===== src/hdl/dpf_pkg.sv =====
// ----------------------------------------------------------------------------
// dpf_pkg
// Shared types and constants of the duplicate packet filter.
// ----------------------------------------------------------------------------
package dpf_pkg;

  localparam int unsigned NUM_W        = 32;
  localparam int unsigned WIN_W        = 11;
  localparam int unsigned CAPACITY_DEF = 1024;
  localparam int unsigned PADDR_W      = 2;
  localparam int unsigned PDATA_W      = 32;

  localparam logic [WIN_W-1:0]   WIN_RESET       = 11'd1000;
  localparam logic [PADDR_W-1:0] REG_WINDOW_ADDR = 2'd0;

  typedef enum logic [1:0] {
    ST_IDLE,
    ST_SCAN,
    ST_DECIDE,
    ST_EMIT
  } dpf_state_e;

  typedef struct packed {
    logic clear;
    logic en;
  } dpf_cmp_ctl_t;

  typedef struct packed {
    logic match;
    logic have_min;
    logic min_below_num;
  } dpf_cmp_stat_t;

endpackage


===== src/hdl/dpf_cmp_unit.sv =====
// ----------------------------------------------------------------------------
// dpf_cmp_unit
// Shared compare unit: match detection and running minimum over the scan.
// ----------------------------------------------------------------------------
module dpf_cmp_unit import dpf_pkg::*; #(
  parameter int unsigned CAPACITY = CAPACITY_DEF
) (
  input  logic                        clk_i,
  input  logic                        rst_ni,
  input  dpf_cmp_ctl_t                ctl_i,
  input  logic [NUM_W-1:0]            num_i,
  input  logic [NUM_W-1:0]            data_i,
  input  logic [$clog2(CAPACITY)-1:0] idx_i,
  output dpf_cmp_stat_t               stat_o,
  output logic [$clog2(CAPACITY)-1:0] min_idx_o
);

  localparam int unsigned AW = $clog2(CAPACITY);

  logic             have_min_q, have_min_d;
  logic [NUM_W-1:0] min_val_q, min_val_d;
  logic [AW-1:0]    min_idx_q, min_idx_d;
  logic             eq;
  logic             lt_min;

  assign eq     = (data_i == num_i);
  assign lt_min = (data_i < min_val_q);

  always_comb begin
    have_min_d = have_min_q;
    min_val_d  = min_val_q;
    min_idx_d  = min_idx_q;
    if (ctl_i.clear) begin
      have_min_d = 1'b0;
    end else if (ctl_i.en && !eq && (!have_min_q || lt_min)) begin
      have_min_d = 1'b1;
      min_val_d  = data_i;
      min_idx_d  = idx_i;
    end
  end

  always_ff @(posedge clk_i or negedge rst_ni) begin
    if (!rst_ni) begin
      have_min_q <= 1'b0;
    end else begin
      have_min_q <= have_min_d;
    end
  end

  always_ff @(posedge clk_i) begin
    min_val_q <= min_val_d;
    min_idx_q <= min_idx_d;
  end

  assign stat_o.match         = ctl_i.en && eq;
  assign stat_o.have_min      = have_min_q;
  assign stat_o.min_below_num = have_min_q && (min_val_q < num_i);
  assign min_idx_o            = min_idx_q;

endmodule


===== config.mk =====
export PLATFORM = sky130hd
export DESIGN_NAME = dpf_cmp_unit
export DESIGN_NICKNAME = d
export VERILOG_FILES = /design/src/hdl/dpf_pkg.sv /design/src/hdl/dpf_cmp_unit.sv
export SDC_FILE = /design/constraint.sdc
export NUM_CORES = 1
export LEC_CHECK = 0
export BUFFER_PORTS_ARGS = -buffer_cell sky130_fd_sc_hd__buf_2
export CAP_MARGIN = 5
export CORE_ASPECT_RATIO = 1.25
export CORE_MARGIN = 10
export CORE_UTILIZATION = 48
export CTS_CLUSTER_DIAMETER = 40
export DETAILED_ROUTE_END_ITERATION = 16
export GPL_ROUTABILITY_DRIVEN = 0
export HOLD_SLACK_MARGIN = 0.15
export PLACE_DENSITY_LB_ADDON = 0.08
export SETUP_SLACK_MARGIN = 0.4
export SKIP_LAST_GASP = 1
export SYNTH_ARGS = -nofsm -noshare
export SYNTH_HDL_FRONTEND = slang
export SYNTH_SLANG_ARGS = --single-unit

===== constraint.sdc =====
create_clock -name clk_i -period 4 [get_ports clk_i]
set_clock_uncertainty 0.2 [all_clocks]
set_input_delay 0.6 -clock clk_i [delete_from_list [all_inputs] [get_ports clk_i]]
set_output_delay 0.6 -clock clk_i [all_outputs]
set_load 0.02 [all_outputs]

* After elaboration in Yosys (flattened, before gate mapping)
Index checks and enable logic that the tools add are counted.
** Word-level totals
- Bits in registers :: 43
- Input port bits :: 78
- Logic and storage cells :: 18
** Operators by class
- $lt $le $gt $ge :: 2
- Equal/unequal tests :: 1
- Mux-type cells :: 2
- Bitwise logic cells :: 1
- Reductions and logical operators :: 9
** Operators by type and width (count)
- $lt 32x32->1 :: 2
- $eq 32x32->1 :: 1
- $logic_and 1x1->1 :: 4
- $logic_not 1->1 :: 2
- $mux 1 :: 2
- $reduce_and 2->1 :: 1
- $reduce_bool 2->1 :: 1
- $logic_or 1x1->1 :: 1
- $not 1->1 :: 1

* Logic depth before layout (Yosys ltp)
- Depth after elaboration :: 6
- Depth in mapped cells :: 8
- Gate-level depth less buffers :: 8

* Least setup slack after synthesis
No wires, ideal clock.
- Path kind :: input port to flip-flop
- Start point :: in data_i[2]
- End point :: reg min_idx_q[0] (netlist: min_idx_o[0]) (enable)
- Library setup time :: 0.455 ns
- Data arrival time :: 3.888 ns
- Path slack :: -0.544 ns
- Stages :: 7
- Cells stage by stage :: ha_1 a211o_1 a31oi_1 nor4_1 a2111oi_1 o31ai_1 a21oi_1
** On the way
- Longest elaborated chain between the ends :: 5
** RTL lines
- from (decl) :: RTL line dpf_cmp_unit.sv:12 : input logic [NUM_W-1:0] data_i,
- branches (longest 3 deep; another with $lt 32x32->1)
- $logic_and 1x1->1 (*) :: RTL line dpf_cmp_unit.sv:35 : end else if (ctl_i.en && !eq && (!have_min_q || lt_min)) begin
- $reduce_and 2->1 (no line) (*)
- to (signal assigned) :: RTL line dpf_cmp_unit.sv:52 : min_idx_q <= min_idx_d;
- to (decl) :: RTL line dpf_cmp_unit.sv:22 : logic [AW-1:0] min_idx_q, min_idx_d;
Mark *: on every way between the ends.
A chain may end at the register's enable or synchronous reset.

==> impl.org <==
** Power and ir drop
- For this design the static power due to leakage is 1.983 nW.
- Net switching is 25.61% of the power.
- The share of total power dissipated in combinational logic is 20.3%.
- Areal power density over the cells :: 298.3 nW/um2
- Total Power :: 1.171 mW
- Of the total power, registers draw 45.1%.
- Per report_power, the clock group accounts for 34.6% of the total.
- Across the VDD grid, the largest voltage drop is 276.3 uV.
- Design internal power :: 0.8714 mW
- For this design the total switching power over the nets is 0.2999 mW.

** Placed design
- The HPWL after detailed placement is 6628 um.
- Prior to clock tree synthesis, the placed netlist has a worst setup slack of 0.7914 ns.
- Count of input and output buffers :: 90
- Placement-stage cell area :: 3780 um2

** Status
- The flow ran to the end, and the final reports show no timing, DRC or antenna violations.

** STA
- Final setup fails :: 0
- Worst-case setup margin in the final layout :: 0.7782 ns
- Worst relative slew slack :: 54.44%
- Slew of the pin with the lowest slew margin :: 0.6739 ns
- For the final routed database, the setup TNS stands at 0 ns.
- Minimum period implied by the final worst setup slack :: 3.222 ns
- Count of final max-slew check failures :: 0
- Setup repair after global routing left no endpoint under its margin.
- Final Hold Viols :: 0
- Maximum frequency from static timing analysis :: 310.4 MHz
- Final period utilization :: 80.55%

** Floorplan
- I/O Pins :: 91
- Vert. Die Dim :: 111.3 um
- The total area inside the core boundary comes to 6524 um2.
- Die footprint :: 10360 um2
- Die W :: 93.05 um
- In this run the core area contains 33 standard-cell rows.
- For this configuration, the core starts out at a cell density of 49.08%.

** Setup path
- The worst setup path is captured at an output pin.
- Worst-case register-to-register setup slack :: 1.15 ns
- Among the stages of the critical path, the cell type that occurs most often is sky130_fd_sc_hd__buf_2.
- On the worst path, the slowest cell contributes a delay of 0.48 ns.
- The worst setup path is launched from an input port.
- Critical path class :: in -> out
- Highest net fanout along the worst path :: 2
- Grouping stages by cell kind, the critical path spends the most delay in compound AO/OA/AOI/OAI gates.
- The worst register-to-register path has a depth of 9.
- Number of cells on the critical path :: 10
- Endpoint arrival time on the critical path :: 2.42 ns
- The signal on the critical path passes through buf_2 -> inv_1 -> ha_1 -> a21o_1 -> a21oi_1 -> nor2b_1 -> a2111oi_0 -> o21ai_0 -> nor2_1 -> buf_2.
- Buffers and inverters on the worst path :: 3
- Data required time of the critical path :: 3.20 ns
- Among all stages on the critical path, the largest delay is contributed by sky130_fd_sc_hd__a2111oi_0.

** Synth
- The synthesized netlist occupies a cell area of 3202 um2.
- Dominant cell type by area after synthesis :: sky130_fd_sc_hd__edfxtp_1
- The number of nets in the synthesized netlist is 453.
- Area contributors post-synth :: sky130_fd_sc_hd__edfxtp_1 (39%), sky130_fd_sc_hd__ha_1 (24%), sky130_fd_sc_hd__xor2_1 (8.8%), sky130_fd_sc_hd__inv_1 (7.5%), sky130_fd_sc_hd__a21oi_1 (4.4%)
- Sequential elements use 40.17% of the synthesized area.
- Area share of the largest cell type after synthesis :: 39.39%
- Average size of a mapped cell :: 10.23 um2
- In the synthesized netlist, the number of instances is 313.
- Counting distinct cell types in the post-synthesis netlist gives 32.
- Synthesis inferred 43 register bits.
- Yosys warns :: 0

** Global route
- The first global-routing pass estimated 12340 um of wire.
- The global routing stage identified its most utilized layer as met2.
- The number of antenna violations at the first check in global routing is 0.
- The via count of the first global-routing pass came to 2752.
- In the global route stage, met1 resource usage came out at 16.49%.
- Global routing consumed, over all layers together, 14.77% of the routing resources.
- Met2 Usage GRT :: 25.62%
- For this run the aggregate overflow at the end of global routing stands at 0.
- Met3 Track Usage GR :: 4.268%
- Pin count of the biggest net entering global routing :: 26

** CTS
- Buffers inserted during clock tree synthesis total 5.
- Post-CTS Repair Setup Buffers :: 0
- Buffer depth of the longest clock path :: 2
- Clock insertion delay at the later pin of the skew report :: 0.29 ns
- The H-tree was split into 2 levels.
- TritonCTS clock tree :: built
- Counting every sink on the clock net gives 43.
- Clock-pin slew was measured on the worst setup and hold paths at 0.08 ns.
- Root Buffer :: sky130_fd_sc_hd__clkbuf_8

** Detailed routing
- Via count of the routed design :: 2572
- Vias/cell :: 5.144
- For this run, design rule violations remaining after detail routing come to 0.
- The pre-antenna-repair detailed-routing pass consisted of 4 iterations.
- Count of routing violations after the opening detailed-route iteration :: 84
- Wires add up to 7618 um.
- After detailed routing, the average wire length per cell comes to 15.24 um.
- DRT antenna net count :: 0

** Finish
- Layout area overhead :: 22.63%
- After filler insertion, the fill cell instance count of the layout stands at 633.
- Commonest cells after routing, fill and taps aside :: sky130_fd_sc_hd__buf_2 (90), sky130_fd_sc_hd__inv_1 (64), sky130_fd_sc_hd__ha_1 (62)
- Layout Cell Area excl Fill :: 3926 um2
- The net count of the finished layout is 552.
- Share of cells above drive strength 1 :: 24.46%
- The repair_antennas step left the layout with diodes totalling 0.
- Leaving out fill and tap cells, the most frequent cell in the layout is sky130_fd_sc_hd__buf_2.

** Worst hold path
- Tightest Hold Check Type :: in -> reg
- The worst hold path passes through 2 cells.

** Flow run
- Across the run, the number of max-cap violations was 0.
registers in the layout (all words and copies together), names as in the netlist:
name	cells
have_min_q	1
min_idx_o	10
min_val_q	32
area by class of cell:
cell class	instances	area (um2)	area share [%]
Tap cell	87	108.9	2.772
Inverter	64	240.2	6.119
Clock buffer	5	68.82	1.753
Clock inverter	3	67.56	1.721
Multi-Input combinational cell	205	1679	42.77
Timing Repair Buffer	93	475.5	12.11
Sequential cell	43	1286	32.76
cell usage after synthesis:
cell type and number:
sky130_fd_sc_hd__a2111oi_0 3, sky130_fd_sc_hd__a2111oi_1 1, sky130_fd_sc_hd__a211o_1 1, sky130_fd_sc_hd__a211oi_1 2, sky130_fd_sc_hd__a21o_1 4, sky130_fd_sc_hd__a21oi_1 28
sky130_fd_sc_hd__a221oi_1 1, sky130_fd_sc_hd__a31oi_1 1, sky130_fd_sc_hd__a41oi_1 1, sky130_fd_sc_hd__and2_1 1, sky130_fd_sc_hd__and3_1 1, sky130_fd_sc_hd__and4_1 2
sky130_fd_sc_hd__buf_4 1, sky130_fd_sc_hd__dfrtp_1 1, sky130_fd_sc_hd__edfxtp_1 42, sky130_fd_sc_hd__ha_1 62, sky130_fd_sc_hd__inv_1 64, sky130_fd_sc_hd__nand2_1 17
sky130_fd_sc_hd__nand3_1 5, sky130_fd_sc_hd__nand4_1 7, sky130_fd_sc_hd__nand4b_1 1, sky130_fd_sc_hd__nor2_1 10, sky130_fd_sc_hd__nor2b_1 1, sky130_fd_sc_hd__nor3_1 1
sky130_fd_sc_hd__nor4_1 9, sky130_fd_sc_hd__nor4b_1 1, sky130_fd_sc_hd__o211ai_1 1, sky130_fd_sc_hd__o21ai_0 7, sky130_fd_sc_hd__o21ai_1 3, sky130_fd_sc_hd__o31ai_1 1
sky130_fd_sc_hd__or2b_1 1, sky130_fd_sc_hd__xor2_1 32
kinds of logic after synthesis:
kind of cell,after synthesis,share of synthesized area (%)
fa+ha+maj,62,24.23
buf+inv,65,7.737
xor+xnor,32,8.753
compound gates,54,9.965
flops,43,40.17
simple gates,57,9.144
worst paths after layout:
path                                              from                       to
worst max-delay path                         num_i[29]                stat_o[0]
worst min-delay path                          ctl_i[1]   have_min_q$_DFFE_PN0P_
worst max register to register  min_val_q[2]$_DFFE_PP_  min_val_q[10]$_DFFE_PP_
worst min register to register  have_min_q$_DFFE_PN0P_   have_min_q$_DFFE_PN0P_
max in group asynchronous                       rst_ni   have_min_q$_DFFE_PN0P_
min in group asynchronous                       rst_ni   have_min_q$_DFFE_PN0P_
layer usage:
layer / share of wire, % / vias to the layer above / wire length, um
met2: 51 / 60 / 3873
li1: - / 1300 / -
met3: 6.1 / 11 / 464
met4: 2.4 / 0 / 185
met5: 0 / - / 0
met1: 41 / 1201 / 3094
through the flow:
| step | std cells | utilization (%) | hold WS (ns) |
|---|---|---|---|
| 2_1_floorplan | 313 | - | 0.1044 |
| 3_3_place_gp | 491 | 57.94 | 0.1765 |
| 3_5_place_dp | 491 | 57.94 | 0.1761 |
| 4_1_cts | 500 | 60.18 | 0.2522 |
| 5_1_grt | 500 | 60.18 | 0.2557 |
| 6_report | 500 | 60.18 | 0.2580 |
power by group through the flow:
stage	Sequential (mW)	Clock [mW]	Combinational, mW
after global routing	0.531	0.433	0.275
after CTS	0.529	0.416	0.242
final	0.529	0.405	0.238
after global placement	0.539	0	0.235
after detailed placement	0.539	0	0.239
after floorplan	0.543	0	0.129
timing repair:
action                                 CTS  global route
hold buffers                             1             0
endpoints found under the hold margin    1             0
resized for setup                        0             0
Note: power is estimated with default switching activity, not from simulation.
