[src/hdl/dpf_pkg.sv]
// ----------------------------------------------------------------------------
// dpf_pkg
// Shared types and constants of the duplicate packet filter.
// ----------------------------------------------------------------------------
package dpf_pkg;

  localparam int unsigned NUM_W        = 32;
  localparam int unsigned WIN_W        = 11;
  localparam int unsigned CAPACITY_DEF = 1024;
  localparam int unsigned PADDR_W      = 2;
  localparam int unsigned PDATA_W      = 32;

  localparam logic [WIN_W-1:0]   WIN_RESET       = 11'd1000;
  localparam logic [PADDR_W-1:0] REG_WINDOW_ADDR = 2'd0;

  typedef enum logic [1:0] {
    ST_IDLE,
    ST_SCAN,
    ST_DECIDE,
    ST_EMIT
  } dpf_state_e;

  typedef struct packed {
    logic clear;
    logic en;
  } dpf_cmp_ctl_t;

  typedef struct packed {
    logic match;
    logic have_min;
    logic min_below_num;
  } dpf_cmp_stat_t;

endpackage

[src/hdl/dpf_ctrl.sv]
// ----------------------------------------------------------------------------
// dpf_ctrl
// Sequencer: scans stored entries, decides insert, evict or neither, holds result.
// ----------------------------------------------------------------------------
module dpf_ctrl import dpf_pkg::*; #(
  parameter int unsigned CAPACITY = CAPACITY_DEF
) (
  input  logic                        clk_i,
  input  logic                        rst_ni,
  input  logic                        in_valid_i,
  output logic                        in_stall_o,
  input  logic [NUM_W-1:0]            packet_number_in_i,
  output logic                        out_valid_o,
  input  logic                        out_stall_i,
  output logic                        is_new_o,
  input  logic [WIN_W-1:0]            window_i,
  output logic                        ram_we_o,
  output logic [$clog2(CAPACITY)-1:0] ram_waddr_o,
  output logic [NUM_W-1:0]            ram_wdata_o,
  output logic                        ram_re_o,
  output logic [$clog2(CAPACITY)-1:0] ram_raddr_o,
  output dpf_cmp_ctl_t                cmp_ctl_o,
  output logic [NUM_W-1:0]            cmp_num_o,
  output logic [$clog2(CAPACITY)-1:0] cmp_idx_o,
  input  dpf_cmp_stat_t               cmp_stat_i,
  input  logic [$clog2(CAPACITY)-1:0] cmp_min_idx_i
);

  localparam int unsigned AW = $clog2(CAPACITY);
  localparam int unsigned CW = $clog2(CAPACITY + 1);
  localparam int unsigned LW = ((CW > WIN_W) ? CW : WIN_W) + 1;

  dpf_state_e       state_q, state_d;
  logic [NUM_W-1:0] num_q;
  logic [CW-1:0]    count_q, count_d;
  logic [CW-1:0]    issue_q, issue_d;
  logic             cvld_q;
  logic [AW-1:0]    cidx_q;
  logic             res_q, res_d;
  logic             out_valid_q, out_valid_d;
  logic             is_new_q;

  logic             accept;
  logic             cmp_last;
  logic [LW-1:0]    limit;
  logic             full;
  logic             out_free;
  logic             out_load;

  assign accept   = in_valid_i && !in_stall_o;
  assign cmp_last = ((CW'(cidx_q) + CW'(1)) == count_q);
  assign limit    = (LW'(window_i) > LW'(CAPACITY)) ? LW'(CAPACITY) : LW'(window_i);
  assign full     = ((LW'(count_q) + LW'(1)) > limit);
  assign out_free = !out_valid_q || !out_stall_i;

  always_comb begin
    state_d = state_q;
    unique case (state_q)
      ST_IDLE: begin
        if (in_valid_i) begin
          state_d = (count_q == '0) ? ST_DECIDE : ST_SCAN;
        end
      end
      ST_SCAN: begin
        if (cvld_q && cmp_stat_i.match) begin
          state_d = ST_EMIT;
        end else if (cvld_q && cmp_last) begin
          state_d = ST_DECIDE;
        end
      end
      ST_DECIDE: begin
        state_d = ST_EMIT;
      end
      ST_EMIT: begin
        if (out_free) begin
          state_d = ST_IDLE;
        end
      end
      default: begin
        state_d = ST_IDLE;
      end
    endcase
  end

  always_comb begin
    in_stall_o    = (state_q != ST_IDLE);
    ram_re_o      = (state_q == ST_SCAN) && (issue_q < count_q);
    ram_raddr_o   = issue_q[AW-1:0];
    ram_we_o      = 1'b0;
    ram_waddr_o   = count_q[AW-1:0];
    ram_wdata_o   = num_q;
    cmp_ctl_o     = '{clear: (state_q == ST_IDLE), en: (state_q == ST_SCAN) && cvld_q};
    count_d       = count_q;
    res_d         = res_q;
    out_load      = 1'b0;
    unique case (state_q)
      ST_IDLE: begin
        res_d = 1'b1;
      end
      ST_SCAN: begin
        if (cvld_q && cmp_stat_i.match) begin
          res_d = 1'b0;
        end
      end
      ST_DECIDE: begin
        res_d = 1'b1;
        if (full) begin
          ram_we_o    = cmp_stat_i.have_min && cmp_stat_i.min_below_num;
          ram_waddr_o = cmp_min_idx_i;
        end else begin
          ram_we_o = 1'b1;
          count_d  = count_q + CW'(1);
        end
      end
      ST_EMIT: begin
        out_load = out_free;
      end
      default: begin
        out_load = 1'b0;
      end
    endcase
  end

  always_comb begin
    issue_d = issue_q;
    if (state_q == ST_IDLE) begin
      issue_d = '0;
    end else if (ram_re_o) begin
      issue_d = issue_q + CW'(1);
    end
  end

  always_comb begin
    out_valid_d = out_valid_q;
    if (out_load) begin
      out_valid_d = 1'b1;
    end else if (!out_stall_i) begin
      out_valid_d = 1'b0;
    end
  end

  always_ff @(posedge clk_i or negedge rst_ni) begin
    if (!rst_ni) begin
      state_q     <= ST_IDLE;
      count_q     <= '0;
      issue_q     <= '0;
      cvld_q      <= 1'b0;
      out_valid_q <= 1'b0;
    end else begin
      state_q     <= state_d;
      count_q     <= count_d;
      issue_q     <= issue_d;
      cvld_q      <= ram_re_o;
      out_valid_q <= out_valid_d;
    end
  end

  always_ff @(posedge clk_i) begin
    if (accept) begin
      num_q <= packet_number_in_i;
    end
    cidx_q <= issue_q[AW-1:0];
    res_q  <= res_d;
    if (out_load) begin
      is_new_q <= res_q;
    end
  end

  assign out_valid_o = out_valid_q;
  assign is_new_o    = is_new_q;
  assign cmp_num_o   = num_q;
  assign cmp_idx_o   = cidx_q;

  a_count_bound: assert property (@(posedge clk_i) disable iff (!rst_ni)
    count_q <= CW'(CAPACITY))
    else $error("entry count above capacity");

  a_count_step: assert property (@(posedge clk_i) disable iff (!rst_ni)
    (count_q != $past(count_q)) |-> (count_q == $past(count_q) + CW'(1)))
    else $error("entry count moved by more than one");

  a_write_in_decide: assert property (@(posedge clk_i) disable iff (!rst_ni)
    ram_we_o |-> (state_q == ST_DECIDE))
    else $error("memory write outside decide step");

  a_read_in_range: assert property (@(posedge clk_i) disable iff (!rst_ni)
    ram_re_o |-> (issue_q < count_q))
    else $error("read beyond filled entries");

endmodule

[config.mk]
export PLATFORM = sky130hd
export DESIGN_NAME = dpf_ctrl
export DESIGN_NICKNAME = d
export VERILOG_FILES = /design/src/hdl/dpf_pkg.sv /design/src/hdl/dpf_ctrl.sv
export SDC_FILE = /design/constraint.sdc
export NUM_CORES = 1
export LEC_CHECK = 0
export ABC_AREA = 1
export BUFFER_PORTS_ARGS = -buffer_cell sky130_fd_sc_hd__buf_2
export CORE_MARGIN = 4
export CORE_UTILIZATION = 54
export CTS_CLUSTER_DIAMETER = 200
export CTS_CLUSTER_SIZE = 30
export DETAILED_ROUTE_END_ITERATION = 7
export GPL_TIMING_DRIVEN = 0
export PLACE_DENSITY = 0.89
export SKIP_CTS_REPAIR_TIMING = 1
export SYNTH_ARGS = -nofsm -noshare
export SYNTH_HDL_FRONTEND = slang
export SYNTH_SLANG_ARGS = --single-unit
[constraint.sdc]
create_clock -name clk_i -period 5.2 [get_ports clk_i]
set_clock_uncertainty 0.1 [all_clocks]
set_input_delay 1.04 -clock clk_i [delete_from_list [all_inputs] [get_ports clk_i]]
set_output_delay 1.04 -clock clk_i [all_outputs]
set_load 0.05 [all_outputs]
# == After elaboration in Yosys (flattened, before gate mapping) ==
# Index checks and enable logic that the tools add are counted.
# classes
add_sub_neg,4
n_lt_le_gt_ge,3
eq_ne,9
n_mux,18
n_bitwise,1
n_reduce_logical,19
# op_table
operator,n
$mux W11,3
$add A11 B1 Y11 const B,2
$mux W10,2
$add A11 B1 Y12 const B,1
$gt A12 B11 Y1,1
$add A10 B1 Y11 const B,1
$eq A11 B11 Y1,1
$gt A11 B11 Y1 const B,1
$logic_not A11 Y1,1
$lt A11 B11 Y1,1
$mux W2,5
$pmux W2 S4,1
$logic_and A1 B1 Y1,6
$mux W1,6
$ne A2 B2 Y1 const B,3
$reduce_bool A2 Y1,3
$eq A2 B2 Y1 const B,2
$reduce_and A2 Y1,2
$logic_not A1 Y1,3
$ne A3 B3 Y1 const B,1
$reduce_and A3 Y1,1
$eq A2 B1 Y1 const B,1
$logic_not A2 Y1,1
$ne A2 B1 Y1 const B,1
other kinds (4),4
# totals
regBits,70
input_bits,60
output_inout_bits,101
word_cells,63

# == Longest topological paths before layout ==
# Gate-level depths: netlist of run 1.
# logic_depth
ltp_word,6
depth_mapped,19
mapped_depth_nobuf,18

# == Worst setup path after synthesis of run 1 ==
# OpenSTA, ideal clock, no wires.
# synth_path
kind,input port to output port
start,in window_i[2]
end,out ram_waddr_o[0]
arrival_time_ps,2962
required_time_ps,4060
path_slack_ps,1098
path_stages,16
n_path_buf,0
path_cell_list,nor2_1 -> and3_1 -> a21oi_1 -> inv_1 -> nand2_1 -> ha_1 -> a21o_1 -> a21oi_1 -> nor2_1 -> o21ai_0 -> nand2_1 -> nand2_1 -> nand2_1 -> nand2_2 -> nand2_1 -> nand2_1
# synth_between
elab_chain_cells,5
# synth_rtl
element,line_no,text
"start, declared",dpf_ctrl.sv:16,"input logic [WIN_W-1:0] window_i,"
$gt A11 B11 Y1,dpf_ctrl.sv:52,assign limit = (LW'(window_i) > LW'(CAPACITY)) ? LW'(CAPACITY) : LW'(window_i);
$mux W11 (*),dpf_ctrl.sv:52,
$gt A12 B11 Y1 (*),dpf_ctrl.sv:53,assign full = ((LW'(count_q) + LW'(1)) > limit);
$mux W10 (*),dpf_ctrl.sv:107,if (full) begin
$mux W10 (*),dpf_ctrl.sv:96,unique case (state_q)
"end, declared",dpf_ctrl.sv:18,"output logic [$clog2(CAPACITY)-1:0] ram_waddr_o,"
# Mark *: on every way between the ends. The rest lies on a longest branch, timed or not.

# == Final worst setup path of run 1 ==
# layout_path
start,reg count_q[0]
end,out ram_we_o
# layout_between
elab_chain_cells,4
# layout_rtl
element,line_no,text
"start, declared",dpf_ctrl.sv:35,"logic [CW-1:0] count_q, count_d;"
"start signal, assigned",dpf_ctrl.sv:151,count_q <= count_d;
$add A11 B1 Y12,dpf_ctrl.sv:53,
$gt A12 B11 Y1,dpf_ctrl.sv:53,
$mux W1,dpf_ctrl.sv:107,
$mux W1,dpf_ctrl.sv:96,
"end, declared",dpf_ctrl.sv:17,"output logic ram_we_o,"
# No other way between the ends.

==> impl_results.md, run 1 <==
* Ratio of cells with drive above 1 in the final layout at 0.3547
* Worst-case reg-to-reg path depth at 18
* R2R Path End: count_q[6]
* Min-Delay Endpoint: cmp_idx_o[8]
* Total core area at 7727 sq um
* GR Overflow Total at 0
* Startpoint type of the worst setup path: flip-flop
* CTS tree: done
* Via count at 4,038
* Die width at 97.05 um
* First-pass GRT wire length at 18,240 um
* Largest net degree at the start of global routing at 33
* Pwr dens at 458.7 nW/um^2
* Root buffer cell: clkbuf_8
* Hold Startpoint: issue_q[8]
* Vias in the first global route at 3,811
* Setup_tns at 0 ns
* Cts bufs inserted at 9
* Final #Nets at 769
* Status: complete, no violations
* Hold depth at 0
* Async set or reset register ratio after synthesis at 0.3714
* Area Growth Syn to Fin at 25.60%
* Antenna Nets Post-Route at 0
* Post-Syn Instances at 509
* Mapped cell area at 4282 sq um
* CTS H-tree lvls at 3
* Filler Cell Count at 621
* Post-Syn Nets at 598
* Avg WL per Cell at 14.48 um
* Initial Utilization at 0.5541
* Final Hold Viols at 0
* GRT Overall Usage at 0.2389
* Relative slew slack at 0.2742
* RR Startpoint: count_q[0]
* Initial antenna violation count at 0
* CP bufs+invs at 4
* Global placer's final weighted congestion at 0.9893
* Drt drc at 0
* Leakage power at 2.878 nW
* Post-place setup slack at 0.6981 ns
* Setup slack, reg-to-reg at 1.98 ns
* Die H at 97.05 um
* CP max stage cell: dfrtp_1
* Post-synth cell types at 34
* Flops & latches, synth at 70
* Max cap viols at 0
* Number of synthesized flops with an enable pin at 34
* Sequential cell area fraction in the yosys report at 0.4372
* Die footprint at 9418 sq um
* Starting DRT DRC Count at 240
* Finish-stage setup viols at 0
* 1st-pass router iterations at 5
* Critical Path Fanout Max at 10
* Period minus WS final at 4.672 ns
* Clock slew seen by the registers of the worst setup and hold paths at 0.07 ns
* Commonest non-fill, non-tap cell in the layout: buf_2
* Pins over their slew limit at 0
* Post-DP HPWL at 9126 um
* Unrepaired setup endpoints after global routing: no
* Fmax at 0.2141 GHz
* Clk buf depth at 2
* Prevailing post-synth register cell: edfxtp_1
* Worst-Skew Late Latency at 0.33 ns
* Clock sink count at 70
* Syn Area/Cell at 8.412 sq um
* WP data arrival at 3.53 ns
* Yosys Warn Count at 0
* Post-route clock period utilization at 0.8984
* Path type of the worst min-delay path: flip-flop to flip-flop
* Max incr delay on CP at 0.55 ns
* Port Buffers at 160
* Most frequent cells in the layout: buf_2, nand2_1, nand3_1, inv_1, buf_4
* Req. time, crit path at 4.06 ns
* CP endpoint kind: output pin
* Slew @ Worst Pin at 1.088 ns
* Top delay family on crit path: simple AND/OR/NAND/NOR gates
* Crit-path cells: ha_1 -> nand3_1 -> nor2_1 -> nand2_1 -> inv_1 -> nand3_2 -> nor3_2 -> xor2_1 -> ha_1 -> inv_1 -> nor2_1 -> nor3b_1 -> nand3_2 -> nand2_4 -> nand2_4 -> buf_6 -> nand2_1 -> buf_2
* CP Class: flip-flop to output pin
* Diodes inserted at 0
* DRT Wirelength at 11,400 um
* Via/cell ratio at 5.131
* Rows at 32
* Setup WS post-layout at 0.5283 ns
* Max VDD drop at 173.8 uV
* Top-level I/O count at 161
-- registers in the layout, indices dropped and copies added, names as in the netlist --
name and count:
cvld_q 1, state_q 2, is_new_o 1, cmp_num_o 32
res_q 1, issue_q 11, cmp_idx_o 10, count_q 11
out_valid_o 1
-- through the flow --
step           power, mW  area (sq um)    util  hold WS, ns  std cells
6_report           2.467          5378  0.6959       0.3409        787
4_1_cts            2.476          5378  0.6959       0.3443        787
3_5_place_dp       2.102          5210  0.6742       0.3249        771
5_1_grt            2.620          5378  0.6959       0.3566        787
2_1_floorplan      1.793          4282       -       0.2944        509
3_3_place_gp       2.065          5210  0.6742       0.3076        771
-- layout make-up --
| class | instances | area (sq um) | area share |
|---|---|---|---|
| Inverter | 51 | 191.4 | 0.03560 |
| Sequential cell | 70 | 1872 | 0.3481 |
| Tap cell | 102 | 127.6 | 0.02373 |
| Clock inverter | 6 | 40.04 | 0.007445 |
| Multi-Input combinational cell | 333 | 1822 | 0.3388 |
| Timing Repair Buffer | 160 | 800.8 | 0.1489 |
| Buffer | 55 | 396.6 | 0.07376 |
| Clock buffer | 10 | 127.6 | 0.02373 |
-- cell usage after synthesis (all sizes together) (7+ instances only) --
cell type,instances,area share
nand2,133,0.12
nand3,60,0.075
buf,54,0.092
inv,51,0.045
nor2,35,0.032
edfxtp,34,0.24
ha,29,0.085
dfrtp,26,0.15
a21oi,21,0.025
nand4,12,0.018
o21ai,11,0.013
dfxtp,10,0.047
xor2,10,0.020
nor3,7,0.012
-- worst max-delay path by stage --
stage / start / end / depth (start not counted)
floorplan: window_i[2] / ram_waddr_o[0] / 16
global placement: window_i[2] / ram_waddr_o[5] / 18
detailed placement: window_i[2] / ram_waddr_o[5] / 19
CTS: count_q[0] / ram_we_o / 18
global route: count_q[0] / ram_we_o / 18
finish: count_q[0] / ram_we_o / 18
-- where the power goes --
group / total, mW / internal (mW) / switching (mW)
registers: 0.787 / 0.700 / 0.0867
logic: 1.31 / 0.359 / 0.948
clock network: 0.373 / 0.171 / 0.202
-- per-layer routing --
layer / routed length (um) / up-vias / share of wire / GRT usage
met4: 170 / 0 / 0.015 / 0.06156
li1: - / 1981 / - / -
met3: 876 / 16 / 0.077 / 0.05552
met2: 5841 / 182 / 0.51 / 0.4246
met1: 4505 / 1859 / 0.40 / 0.2908
met5: 0 / - / 0 / 0
-- worst register-to-register path, stage by stage (launching register included) --
cell     delay, ns
dfrtp_1       0.55
ha_1          0.25
nand3_1       0.13
nor2_1        0.12
nand2_1       0.10
inv_1         0.09
nand3_2       0.09
nor3_2        0.15
xor2_1        0.28
ha_1          0.32
inv_1         0.07
nor2_1        0.05
nor3b_1       0.26
nand3_2       0.14
nand2_4       0.10
nand2_4       0.06
buf_6         0.14
nand2_1       0.07
nand2_1       0.05
-- cell families after synthesis --
kind of cell             synth area share
AO/OA/AOI/OAI                     0.04939
XOR/XNOR                          0.02455
adder cells (fa/ha/maj)           0.08475
buffers and inverters              0.1373
flip-flops                         0.4372
AND/OR/NAND/NOR                    0.2668
No activity file was read; power rests on OpenSTA's default activity.
==> inputs of run 2 (changes only) <==
- CORE_UTILIZATION: 54 -> 40
- PLACE_DENSITY: 0.89 -> 0.69
==> impl_results.md, run 2 (synthesis gave the netlist of run 1 again) <==
* Status: complete, no violations (unchanged)
* Vias in the first global route at 3,758 (was 3,811)
* Diodes inserted at 0 (unchanged)
* Port Buffers at 160 (unchanged)
* Global placer's final weighted congestion at 0.8810 (was 0.9893)
* Initial antenna violation count at 0 (unchanged)
* Drt drc at 0 (unchanged)
* Top-level I/O count at 161 (unchanged)
* Pwr dens at 471.3 nW/um^2 (was 458.7 nW/um^2)
* Initial Utilization at 0.4129 (was 0.5541)
* First-pass GRT wire length at 17,820 um (was 18,240 um)
* Clk buf depth at 2 (unchanged)
* Max cap viols at 0 (unchanged)
* Startpoint type of the worst setup path: flip-flop (unchanged)
* Max incr delay on CP at 0.56 ns (was 0.55 ns)
* Ratio of cells with drive above 1 in the final layout at 0.3562 (was 0.3547)
* CP max stage cell: dfrtp_1 (unchanged)
* Total Power at 2.587 mW (was 2.467 mW)
* Post-DP HPWL at 9028 um (was 9126 um)
* Placed inst area at 5253 sq um (was 5210 sq um)
* Slew @ Worst Pin at 1.102 ns (was 1.088 ns)
* DRT Wirelength at 11,170 um (was 11,400 um)
* Worst-Skew Late Latency at 0.35 ns (was 0.33 ns)
* Filler Cell Count at 975 (was 621)
* Avg WL per Cell at 13.60 um (was 14.48 um)
* WP data arrival at 3.54 ns (was 3.53 ns)
* 1st-pass router iterations at 5 (unchanged)
* Max FFs per register at 32 (unchanged)
* Die width at 111.5 um (was 97.05 um)
* Final instance area at 5489 sq um (was 5378 sq um)
* CP Class: flip-flop to output pin (unchanged)
* Period minus WS final at 4.678 ns (was 4.672 ns)
* Root buffer cell: clkbuf_8 (unchanged)
* Finish-stage setup viols at 0 (unchanged)
* Pins over their slew limit at 0 (unchanged)
* Largest net degree at the start of global routing at 33 (unchanged)
* Via count at 3,896 (was 4,038)
* Crit-path cells: ha_1 -> nand3_1 -> nor2_1 -> nand2_1 -> inv_1 -> nand3_2 -> nor3_2 -> xor2_1 -> ha_1 -> inv_1 -> nor2_1 -> nor3b_1 -> nand3_2 -> nand2_4 -> nand2_4 -> buf_6 -> nand2_1 -> buf_2 (unchanged)
* Final #Nets at 769 (unchanged)
* Setup_tns at 0 ns (unchanged)
* Area Growth Syn to Fin at 28.20% (was 25.60%)
* Path type of the worst min-delay path: flip-flop to flip-flop (unchanged)
* Unrepaired setup endpoints after global routing: no (unchanged)
* Post-route clock period utilization at 0.8996 (was 0.8984)
* CP endpoint kind: output pin (unchanged)
* Starting DRT DRC Count at 213 (was 240)
* Rows at 37 (was 32)
* Leakage power at 2.922 nW (was 2.878 nW)
* Die H at 111.5 um (was 97.05 um)
* Clock sink count at 70 (unchanged)
* Via/cell ratio at 4.745 (was 5.131)
* WHS at 0.3362 ns (was 0.3409 ns)
* Fmax at 0.2138 GHz (was 0.2141 GHz)
* Most frequent cells in the layout: buf_2, nand2_1, nand3_1, inv_1, buf_4 (unchanged)
* Die footprint at 12,420 sq um (was 9418 sq um)
* Placed insts at 805 (was 771)
* Final Hold Viols at 0 (unchanged)
* Fin cells at 821 (was 787)
* GRT Overall Usage at 0.1765 (was 0.2389)
* Commonest non-fill, non-tap cell in the layout: buf_2 (unchanged)
* Req. time, crit path at 4.06 ns (about the same)
* Cts bufs inserted at 9 (unchanged)
* GR Overflow Total at 0 (unchanged)
* Antenna Nets Post-Route at 0 (unchanged)
* Clock slew seen by the registers of the worst setup and hold paths at 0.08 ns (was 0.07 ns)
* CTS tree: done (unchanged)
* Relative slew slack at 0.2648 (was 0.2742)
* Total core area at 10,370 sq um (was 7727 sq um)
* Critical Path Fanout Max at 10 (unchanged)
* CTS H-tree lvls at 3 (unchanged)
* Max VDD drop at 234.4 uV (was 173.8 uV)
-- run 2: critical path: cells and delay by family (launching register included) --
kind                     cells  cell delay, ns
XOR/XNOR                     1            0.26
adder cells (fa/ha/maj)      2            0.58
buffers and inverters        4            0.54
flip-flops                   1            0.56
AND/OR/NAND/NOR             11            1.25
-- run 2: metal layers --
metal,up-vias,global-route usage,routed length [um]
li1,1976,-,-
met1,1773,0.2115,4847
met2,133,0.3152,5423
met3,14,0.04130,719
met4,0,0.05191,177
met5,-,0,0
-- run 2: area by class of cell --
class                   count  area, sq um  share of cell area
well taps                 136        170.2             0.03100
flip-flops and latches     70         1872              0.3410
multi-input cells         333         1822              0.3319
repair buffers            160        800.8              0.1459
clock buffers              13        191.4             0.03488
clock inverters             3        45.04            0.008206
inverters                  51        191.4             0.03488
plain buffers              55        396.6             0.07226
-- run 2: metrics by stage --
step	utilization	worst slack, ns
after floorplan	-	1.098
after global placement	0.5065	0.7402
after detailed placement	0.5065	0.6877
after CTS	0.5293	0.5067
after global routing	0.5293	0.2411
final	0.5293	0.5221
-- run 2: final timing paths --
check	depth (start not counted)	slack, ns	end	start
worst min register to register	0	0.34	is_new_o	res_q
min in group asynchronous	1	0.60	issue_q[7]	rst_ni
worst min-delay path	0	0.34	is_new_o	res_q
worst max register to register	18	2.00	count_q[5]	count_q[0]
max in group asynchronous	1	3.98	state_q[1]	rst_ni
worst max-delay path	18	0.52	ram_we_o	count_q[0]
-- run 2: report_power, final --
part           total, mW  internal (mW)  switching [mW]
logic               1.30          0.358           0.940
registers          0.784          0.700          0.0836
clock network      0.505          0.294           0.211
total               2.59           1.35            1.23
==> inputs of run 3 (changes only) <==
- HOLD_SLACK_MARGIN: not set -> 0.03
- RECOVER_POWER: not set -> 100
==> impl_results.md, run 3 (synthesis gave the netlist of run 1 again) <==
* Ratio of cells with drive above 1 in the final layout at 0.2175 (was 0.3562)
* Total core area at 10,370 sq um (unchanged)
* Port Buffers at 160 (unchanged)
* Filler Cell Count at 1,029 (was 975)
* Pwr dens at 476.4 nW/um^2 (was 471.3 nW/um^2)
* Diodes inserted at 0 (unchanged)
* CTS tree: done (unchanged)
* Startpoint type of the worst setup path: flip-flop (unchanged)
* DRT Wirelength at 11,300 um (was 11,170 um)
* Cts bufs inserted at 9 (unchanged)
* Req. time, crit path at 4.06 ns (about the same)
* Global placer's final weighted congestion at 0.8810 (unchanged)
* Die width at 111.5 um (unchanged)
* Max FFs per register at 32 (unchanged)
* GRT Overall Usage at 0.1765 (unchanged)
* Rows at 37 (unchanged)
* Avg WL per Cell at 13.77 um (was 13.60 um)
* Starting DRT DRC Count at 197 (was 213)
* Die H at 111.5 um (unchanged)
* Max cap viols at 1 (was 0)
* Die footprint at 12,420 sq um (unchanged)
* Top-level I/O count at 161 (unchanged)
* Pins over their slew limit at 27 (was 0)
* Final instance area at 5360 sq um (was 5489 sq um)
* Unrepaired setup endpoints after global routing: no (unchanged)
* Critical Path Fanout Max at 10 (unchanged)
* Via count at 3,886 (was 3,896)
* Finish-stage setup viols at 0 (unchanged)
* Initial antenna violation count at 0 (unchanged)
* Final Hold Viols at 0 (unchanged)
* Root buffer cell: clkbuf_8 (unchanged)
* Drt drc at 0 (unchanged)
* Clock slew seen by the registers of the worst setup and hold paths at 0.08 ns (about the same)
* Relative slew slack at -0.005226 (was 0.2648)
* Post-DP HPWL at 9028 um (unchanged)
* Status: finished with violations (was complete, no violations)
* First-pass GRT wire length at 17,820 um (unchanged)
* Setup_tns at 0 ns (unchanged)
* Largest net degree at the start of global routing at 33 (unchanged)
* CTS H-tree lvls at 3 (unchanged)
* Clk buf depth at 2 (unchanged)
* Final #Nets at 769 (unchanged)
* Placed inst area at 5253 sq um (unchanged)
* Worst-Skew Late Latency at 0.35 ns (about the same)
* Area Growth Syn to Fin at 25.19% (was 28.20%)
* Antenna Nets Post-Route at 0 (unchanged)
* Final core utilization at 0.5169 (was 0.5293)
* Period minus WS final at 4.801 ns (was 4.678 ns)
* Post-route clock period utilization at 0.9233 (was 0.8996)
* CP Class: flip-flop to output pin (unchanged)
* Max VDD drop at 225.4 uV (was 234.4 uV)
* Most frequent cells in the layout: nand2_1, clkbuf_1, buf_2, nand3_1, inv_1 (was buf_2, nand2_1, nand3_1, inv_1, buf_4)
* Via/cell ratio at 4.733 (was 4.745)
* Slew @ Worst Pin at 1.508 ns (was 1.102 ns)
* Initial Utilization at 0.4129 (unchanged)
* CP endpoint kind: output pin (unchanged)
* Commonest non-fill, non-tap cell in the layout: nand2_1 (was buf_2)
* WP data arrival at 3.66 ns (was 3.54 ns)
* Leakage power at 2.622 nW (was 2.922 nW)
* Clock sink count at 70 (unchanged)
* Fmax at 0.2083 GHz (was 0.2138 GHz)
* Vias in the first global route at 3,758 (unchanged)
* 1st-pass router iterations at 5 (unchanged)
* GR Overflow Total at 0 (unchanged)
* Failing checks: capacitance limit, slew limit
* Path type of the worst min-delay path: flip-flop to flip-flop (unchanged)
-- run 3: cell count changes in the layout (fill, tap and decap cells not counted) --
cell	change
buf_2	-102
buf_4	-1
clkbuf_1	+93
clkbuf_2	+10
nand3_1	+1
nand3_2	-1
nor3_1	+1
nor3_2	-1
-- run 3: final timing paths --
check                      startpoint          to  slack (ns)  depth (start not counted)
max                        count_q[0]    ram_we_o        0.40                         18
min in group asynchronous      rst_ni  issue_q[7]        0.94                          1
max in group asynchronous      rst_ni  count_q[7]        3.17                          1
min                             res_q    is_new_o        0.34                          0
min reg2reg                     res_q    is_new_o        0.34                          0
max reg2reg                count_q[0]  count_q[8]        1.88                         18
-- run 3: area by class of cell --
| class | count | area [sq um] | share of cell area |
|---|---|---|---|
| inverters | 51 | 191.4 | 0.03571 |
| flip-flops and latches | 70 | 1872 | 0.3492 |
| clock inverters | 3 | 45.04 | 0.008403 |
| plain buffers | 55 | 391.6 | 0.07306 |
| clock buffers | 13 | 191.4 | 0.03571 |
| repair buffers | 160 | 686.9 | 0.1282 |
| well taps | 136 | 170.2 | 0.03175 |
| multi-input cells | 333 | 1812 | 0.3380 |
-- run 3: per-layer routing --
metal  track usage  share of wire
met2        0.3152           0.48
met4       0.05191          0.014
met5             0              0
met3       0.04130          0.062
met1        0.2115           0.44
-- run 3: per-stage QoR --
step	hold slack [ns]	instances	power (mW)	worst slack [ns]
after floorplan	0.2944	509	1.793	1.098
after global placement	0.3060	805	2.077	0.7402
after detailed placement	0.3194	805	2.102	0.6877
after CTS	0.3393	821	2.613	0.5067
after global routing	0.3524	821	2.715	0.1216
final	0.3363	821	2.554	0.3990
-- run 3: critical path: stages, from the launching register on --
cell and delay (ns):
dfrtp_1 0.57, ha_1 0.26, nand3_1 0.14, nor2_1 0.12, nand2_1 0.09, inv_1 0.07
nand3_1 0.10, nor3_1 0.22, xor2_1 0.27, ha_1 0.32, inv_1 0.07, nor2_1 0.05
nor3b_1 0.27, nand3_2 0.14, nand2_4 0.10, nand2_4 0.06, buf_6 0.16, nand2_1 0.05
buf_2 0.25
-- run 3: report_power, final --
group,switching (mW),leakage [nW],internal (mW)
registers,0.0860,0.749,0.700
logic,0.944,1.75,0.318
clock network,0.210,0.120,0.294
total,1.24,2.62,1.31
